<file path="config.mk">
export PLATFORM = sky130hd
export DESIGN_NAME = lcd_mode_timing_sequencer
export DESIGN_NICKNAME = d
export VERILOG_FILES = /design/src/lmts_pkg.sv /design/src/lcd_mode_timing_sequencer.sv
export SDC_FILE = /design/constraint.sdc
export NUM_CORES = 1
export LEC_CHECK = 0
export BUFFER_PORTS_ARGS = -buffer_cell sky130_fd_sc_hd__buf_2
export CORE_AREA = 2 2 94 114
export DETAILED_ROUTE_END_ITERATION = 6
export DIE_AREA = 0 0 96 116
export PLACE_DENSITY_LB_ADDON = 0.25
export SYNTH_ARGS = -nofsm -noshare
export SYNTH_HDL_FRONTEND = slang
export SYNTH_SLANG_ARGS = --single-unit
</file>
<file path="constraint.sdc">
create_clock -name clk_i -period 5.5 [get_ports clk_i]
set_clock_uncertainty 0.1 [all_clocks]
set_input_delay 0.825 -clock clk_i [delete_from_list [all_inputs] [get_ports clk_i]]
set_output_delay 0.825 -clock clk_i [all_outputs]
set_load 0.01 [all_outputs]
</file>
<file path="src/lmts_pkg.sv">
`timescale 1ns / 1ps
// ----------------------------------------------------------------------------
// LCD mode timing package
// Shared widths, timing periods, register indexes and mode codes.
// ----------------------------------------------------------------------------
package lmts_pkg;

  localparam int unsigned FrameCycles = 70224;
  localparam int unsigned LineCycles  = 456;

  localparam int unsigned FrameW  = 17;
  localparam int unsigned LineW   = 9;
  localparam int unsigned CyclesW = 8;
  localparam int unsigned CfgIdxW = 3;
  localparam int unsigned CfgDataW = 17;
  localparam int unsigned OutDataW = 8;

  typedef enum logic [1:0] {
    MODE_HBLANK   = 2'd0,
    MODE_VBLANK   = 2'd1,
    MODE_SEARCH   = 2'd2,
    MODE_TRANSFER = 2'd3
  } mode_e;

  typedef enum logic [CfgIdxW-1:0] {
    REG_VBLANK_AFTER   = 3'd0,
    REG_HBLANK_AFTER   = 3'd1,
    REG_TRANSFER_AFTER = 3'd2,
    REG_SEARCH_AFTER   = 3'd3,
    REG_VBLANK_STAT_EN = 3'd4,
    REG_HBLANK_STAT_EN = 3'd5,
    REG_SEARCH_STAT_EN = 3'd6,
    REG_DISPLAY_EN     = 3'd7
  } reg_idx_e;

  typedef struct packed {
    logic  draw_request;
    logic  stat_request;
    logic  vblank_request;
    logic  video_memory_open;
    logic  sprite_table_open;
    mode_e mode;
  } result_t;

  localparam logic [FrameW-1:0] VblankAfterRst   = FrameW'(65663);
  localparam logic [LineW-1:0]  HblankAfterRst   = LineW'(251);
  localparam logic [LineW-1:0]  TransferAfterRst = LineW'(79);
  localparam logic [LineW-1:0]  SearchAfterRst   = LineW'(0);

endpackage

</file>
<file path="src/lcd_mode_timing_sequencer.sv">
`timescale 1ns / 1ps
// ----------------------------------------------------------------------------
// LCD mode timing sequencer
// Advances the frame and line counters and derives the display mode,
// memory access flags and interrupt and draw requests.
// ----------------------------------------------------------------------------
// Each accepted transaction's result is registered in the output register.
// Throughput: one transaction per cycle unless stalled, set by the single
// counter update and threshold compare between state and output registers.
// Reset: counters clear, the mode returns to horizontal blank with both
// memories open, and the registers take their documented reset values.
module lcd_mode_timing_sequencer
  import lmts_pkg::*;
(
  input  logic                clk_i,
  input  logic                rst_ni,
  input  logic                cfg_we_i,
  input  logic [CfgIdxW-1:0]  cfg_index_i,
  input  logic [CfgDataW-1:0] cfg_data_i,
  input  logic                s_axis_tvalid,
  output logic                s_axis_tready,
  // tdata: cycles[7:0]
  input  logic [CyclesW-1:0]  s_axis_tdata,
  output logic                m_axis_tvalid,
  input  logic                m_axis_tready,
  // tdata: mode[1:0], sprite_table_open[2], video_memory_open[3],
  // vblank_request[4], stat_request[5], draw_request[6], zero[7]
  output logic [OutDataW-1:0] m_axis_tdata
);

  logic [FrameW-1:0] vblank_after_q;
  logic [LineW-1:0]  hblank_after_q, transfer_after_q, search_after_q;
  logic              vblank_stat_en_q, hblank_stat_en_q, search_stat_en_q;
  logic              display_en_q;

  logic [FrameW-1:0] frame_q, frame_d;
  logic [LineW-1:0]  line_q, line_d;
  mode_e             mode_q, mode_d;
  logic              sprite_q, sprite_d, video_q, video_d;
  logic              valid_q;
  result_t           res_q, res_d;

  logic [FrameW:0]   frame_sum;
  logic [LineW:0]    line_sum;
  logic              accept;

  always_ff @(posedge clk_i or negedge rst_ni) begin
    if (!rst_ni) begin
      vblank_after_q   <= VblankAfterRst;
      hblank_after_q   <= HblankAfterRst;
      transfer_after_q <= TransferAfterRst;
      search_after_q   <= SearchAfterRst;
      vblank_stat_en_q <= 1'b0;
      hblank_stat_en_q <= 1'b0;
      search_stat_en_q <= 1'b0;
      display_en_q     <= 1'b0;
    end else if (cfg_we_i) begin
      unique case (reg_idx_e'(cfg_index_i))
        REG_VBLANK_AFTER:   vblank_after_q   <= cfg_data_i[FrameW-1:0];
        REG_HBLANK_AFTER:   hblank_after_q   <= cfg_data_i[LineW-1:0];
        REG_TRANSFER_AFTER: transfer_after_q <= cfg_data_i[LineW-1:0];
        REG_SEARCH_AFTER:   search_after_q   <= cfg_data_i[LineW-1:0];
        REG_VBLANK_STAT_EN: vblank_stat_en_q <= cfg_data_i[0];
        REG_HBLANK_STAT_EN: hblank_stat_en_q <= cfg_data_i[0];
        REG_SEARCH_STAT_EN: search_stat_en_q <= cfg_data_i[0];
        REG_DISPLAY_EN:     display_en_q     <= cfg_data_i[0];
        default: ;
      endcase
    end
  end

  assign s_axis_tready = !valid_q || m_axis_tready;
  assign accept        = s_axis_tvalid && s_axis_tready;

  // The frame period is a whole number of lines, so the line position can
  // wrap on its own alongside the frame counter.
  always_comb begin
    frame_sum = {1'b0, frame_q} + (FrameW + 1)'(s_axis_tdata);
    if (frame_sum >= (FrameW + 1)'(FrameCycles)) begin
      frame_d = FrameW'(frame_sum - (FrameW + 1)'(FrameCycles));
    end else begin
      frame_d = frame_sum[FrameW-1:0];
    end
    line_sum = {1'b0, line_q} + (LineW + 1)'(s_axis_tdata);
    if (line_sum >= (LineW + 1)'(LineCycles)) begin
      line_d = LineW'(line_sum - (LineW + 1)'(LineCycles));
    end else begin
      line_d = line_sum[LineW-1:0];
    end
  end

  always_comb begin
    mode_d   = mode_q;
    sprite_d = sprite_q;
    video_d  = video_q;
    res_d    = '0;
    priority if (frame_d > vblank_after_q) begin
      mode_d               = MODE_VBLANK;
      sprite_d             = 1'b1;
      video_d              = 1'b1;
      res_d.vblank_request = 1'b1;
      res_d.stat_request   = vblank_stat_en_q;
    end else if (line_d > hblank_after_q) begin
      mode_d             = MODE_HBLANK;
      sprite_d           = 1'b1;
      video_d            = 1'b1;
      res_d.stat_request = hblank_stat_en_q;
    end else if (line_d > transfer_after_q) begin
      mode_d             = MODE_TRANSFER;
      sprite_d           = 1'b0;
      video_d            = 1'b0;
      res_d.draw_request = display_en_q;
    end else if (line_d > search_after_q) begin
      mode_d             = MODE_SEARCH;
      sprite_d           = 1'b0;
      video_d            = 1'b1;
      res_d.stat_request = search_stat_en_q;
    end else begin
    end
    res_d.mode              = mode_d;
    res_d.sprite_table_open = sprite_d;
    res_d.video_memory_open = video_d;
  end

  always_ff @(posedge clk_i or negedge rst_ni) begin
    if (!rst_ni) begin
      frame_q  <= '0;
      line_q   <= '0;
      mode_q   <= MODE_HBLANK;
      sprite_q <= 1'b1;
      video_q  <= 1'b1;
      valid_q  <= 1'b0;
    end else begin
      if (accept) begin
        frame_q  <= frame_d;
        line_q   <= line_d;
        mode_q   <= mode_d;
        sprite_q <= sprite_d;
        video_q  <= video_d;
        valid_q  <= 1'b1;
      end else if (m_axis_tready) begin
        valid_q <= 1'b0;
      end
    end
  end

  always_ff @(posedge clk_i) begin
    if (accept) begin
      res_q <= res_d;
    end
  end

  assign m_axis_tvalid = valid_q;
  assign m_axis_tdata  = {1'b0, res_q};

endmodule

</file>
==> summary.md <==
| Metric | Value |
|---|---|
| Avg Vias per Cell | 5.81 |
| Synthesis-to-finish area growth | 17.8% |
| Final ANT Viol Nets | 0 |
| Routed WL | 15100 um |
| Seq cells post-synth | 86 |
| CTS sink count | 86 |
| CTS Buffer Depth | 2 |
| CP required | 5.50 ns |
| GRT Max-Usage Layer | met2 |
| Ys flop type | dfrtp_1 |
| Core area | 9960 um^2 |
| Ant. Diodes | 0 |
| Number of global-route vias before repair | 5286 |
| Static Leakage | 0.00328 uW |
| Final #Nets | 824 |
| Least-Margin Pin Slew | 0.847 ns |
| CTS tree | built |
| Period utilization | 0.951 |
| Share of cells above drive strength 1 | 0.264 |
| Post-synthesis sequential area ratio | 0.369 |
| Power Density | 729 nW/um^2 |
| Tightest Hold Check Type | primary input to async pin |
| Setup violations, final | 0 |
| First-pass GRT wire length | 24900 um |
| Initial Utilization | 0.602 |
| Post-Syn Area | 6000 um^2 |
| Synth unique cells | 70 |
| Total number of vias | 4981 |
| Critical path class | primary input to flip-flop |
| Clock transition at path regs | 0.07 ns |
| Routability cong. | 0.866 |
| H-tree levels | 3 |
| Final hold vios | 0 |
| Post-placement cell area | 6680 um^2 |
| Async SR Flop Fraction | 0.919 |
| # hold bufs at CTS | 0 |
| Design Area, Final | 7070 um^2 |
| Total die area | 11100 um^2 |
| Relative slew slack | 0.436 |
| CP Data Arrival Time | 5.24 ns |
| Nature of the critical path startpoint | primary input |
| Row cnt | 40 |
| Worst Setup End Kind | flip-flop |
| Met2 usage | 0.534 |
| Die W | 96 um |
| Max-Cap Viols | 0 |
| Fmax | 191 MHz |
| WL per Instance | 17.6 um |
| PortBufs | 41 |
| Final-layout fill cell count | 782 |
| Clk Tree Root Cell | clkbuf_16 |
| Die Span Y | 116 um |
| Hold WS | 0.224 ns |
| Met1 Usage GRT | 0.325 |
| Crit path max fanout | 6 |
| Run status | finished, final reports clean |
| Ports | 43 |
| Min Tclk post-route | 5.23 ns |
| CTS buffer count | 9 |
| Final WS setup | 0.267 ns |
| Total global-route track usage | 0.292 |
| DRC Markers | 0 |
| Syn Area/Cell | 9.39 um^2 |
| Post-synthesis net count | 737 |
| Post-place setup slack | -0.370 ns |
| Clock Latency Late Sink | 0.35 ns |
| Gr ovfl total | 0 |
| Grt met3 use | 0.0501 |
| Ys Warns | 0 |
| Drt pass-1 iters | 4 |
| Fin. max-slew vios | 0 |
| Gate Count Post-Synth | 639 |
| Post-DP HPWL | 11200 um |
| Peak VDD IR | 0.490 mV |
| Largest net degree at the start of global routing | 66 |
| Initial antenna violation count | 0 |
| EDFF count, synth | 7 |
| DR iter-0 viols | 185 |
==> critical path, stage by stage <==
cell and delay, ns:
buf_2 0.14, ha_1 0.30, a21o_1 0.17, a21oi_1 0.19, o21ai_0 0.14, a2111o_1 0.45, and3_1 0.21, a211oi_1 0.31
a41oi_1 0.28, xnor2_1 0.33, buf_4 0.20, ha_1 0.24, o21a_1 0.11, o21a_1 0.16, o21a_1 0.17, o21a_1 0.19
o2111ai_1 0.27, nand2_1 0.23, o21bai_1 0.24, nand2_1 0.07
==> power by group <==
part	leakage [uW]	switching (uW)	internal [uW]
Sequential	0.000984	137	897
Clock	0.000155	267	402
Combinational	0.00214	1870	1580
Total	0.00328	2280	2880
==> cells in the mapped netlist, drive strengths merged (3+ instances only) <==
library cell	count	share of area
o211ai	5	0.0063
o21ai	63	0.053
xor2	17	0.025
nand4	12	0.013
or3	5	0.0052
o21a	18	0.023
nor3	13	0.014
mux2	33	0.062
a21o	9	0.011
xnor2	15	0.022
dfrtp	57	0.24
nor2b	9	0.0094
a31oi	4	0.0042
a31o	3	0.0044
o31a	3	0.0044
clkbuf	15	0.0094
nand4b	3	0.0044
nand2b	8	0.0083
edfxtp	7	0.035
a21oi	24	0.024
nand3	10	0.0083
a211oi	6	0.010
nor2	22	0.014
a21boi	3	0.0038
inv	60	0.038
mux2i	3	0.0050
and3	5	0.0052
o21bai	3	0.0038
nand2	75	0.047
dfstp	22	0.096
buf	4	0.0048
and2	7	0.0073
ha	63	0.13
==> per-stage QoR <==
step | power (uW) | TNS, ns | util | std cells
2_1_floorplan | 3130 | 0 | - | 639
3_3_place_gp | 4170 | -0.0875 | 0.671 | 840
3_5_place_dp | 4340 | -2.98 | 0.671 | 840
4_1_cts | 5090 | 0 | 0.704 | 856
5_1_grt | 5550 | -0.0153 | 0.710 | 857
6_report | 5150 | 0 | 0.710 | 857
==> path summary, 6_finish.rpt <==
kind	from	endpoint	slack, ns	cells past startpoint
worst max-delay path	s_axis_tdata[1]	m_axis_tdata[3]$_DFFE_PP_	0.27	20
worst min-delay path	rst_ni	vblank_after_q[13]$_DFFE_PN0P_	0.22	1
worst max register to register	line_q[1]$_DFFE_PN0P_	m_axis_tdata[3]$_DFFE_PP_	0.52	19
worst min register to register	sprite_q$_DFFE_PN1P_	sprite_q$_DFFE_PN1P_	0.39	1
max in group asynchronous	rst_ni	frame_q[3]$_DFFE_PN0P_	3.96	2
min in group clk_i	sprite_q$_DFFE_PN1P_	sprite_q$_DFFE_PN1P_	0.39	1
==> registers in the layout (all words and copies together) (netlist names) <==
signal / flops
m_axis_tdata: 7
transfer_after_q: 9
hblank_stat_en_q: 1
hblank_after_q: 9
m_axis_tvalid: 1
mode_q: 2
search_after_q: 9
sprite_q: 1
vblank_after_q: 17
video_q: 1
vblank_stat_en_q: 1
line_q: 9
search_stat_en_q: 1
frame_q: 17
display_en_q: 1
==> timing repair <==
action | CTS | global route
gates resized for setup | 2 | 11
buffers inserted | 0 | 1
endpoints found under the setup margin | 7 | 11
pin swaps | 0 | 2
endpoints found under the hold margin | 0 | 0
==> metal layers <==
| metal | up-vias | routed length [um] |
|---|---|---|
| li1 | 2427 | - |
| met1 | 2434 | 5900 |
| met2 | 82 | 8380 |
| met3 | 38 | 290 |
| met4 | 0 | 503 |
| met5 | - | 0 |
==> cells by family after synthesis <==
| kind of cell | count (synthesis) | share of synthesized area |
|---|---|---|
| other | 1 | 0.000625 |
| buffers and inverters | 80 | 0.0523 |
| DFF | 86 | 0.369 |
| xor gates and xnor gates | 32 | 0.0467 |
| and+or+nand+nor | 177 | 0.146 |
| adders and majority gates | 66 | 0.140 |
| muxes | 36 | 0.0669 |
| AOI/OAI and AO/OA | 161 | 0.179 |
==> placed cells by master, fill, tap and decap left out, drive strengths merged, types with 18 or more instances in the layout <==
| cell | n |
|---|---|
| a21oi | 24 |
| buf | 95 |
| dfrtp | 57 |
| dfstp | 22 |
| ha | 63 |
| inv | 62 |
| mux2 | 33 |
| nand2 | 75 |
| nor2 | 22 |
| o21a | 18 |
| o21ai | 63 |
==> layout make-up <==
type	count	area, um^2	share of cell area
multi-input cells	473	3530	0.500
flip-flops and latches	86	2210	0.313
repair buffers	95	613	0.0867
clock buffers	10	229	0.0324
inverters	61	229	0.0324
well taps	126	158	0.0223
clock inverters	6	92.6	0.0131
Power figures use the tool's default switching activity.
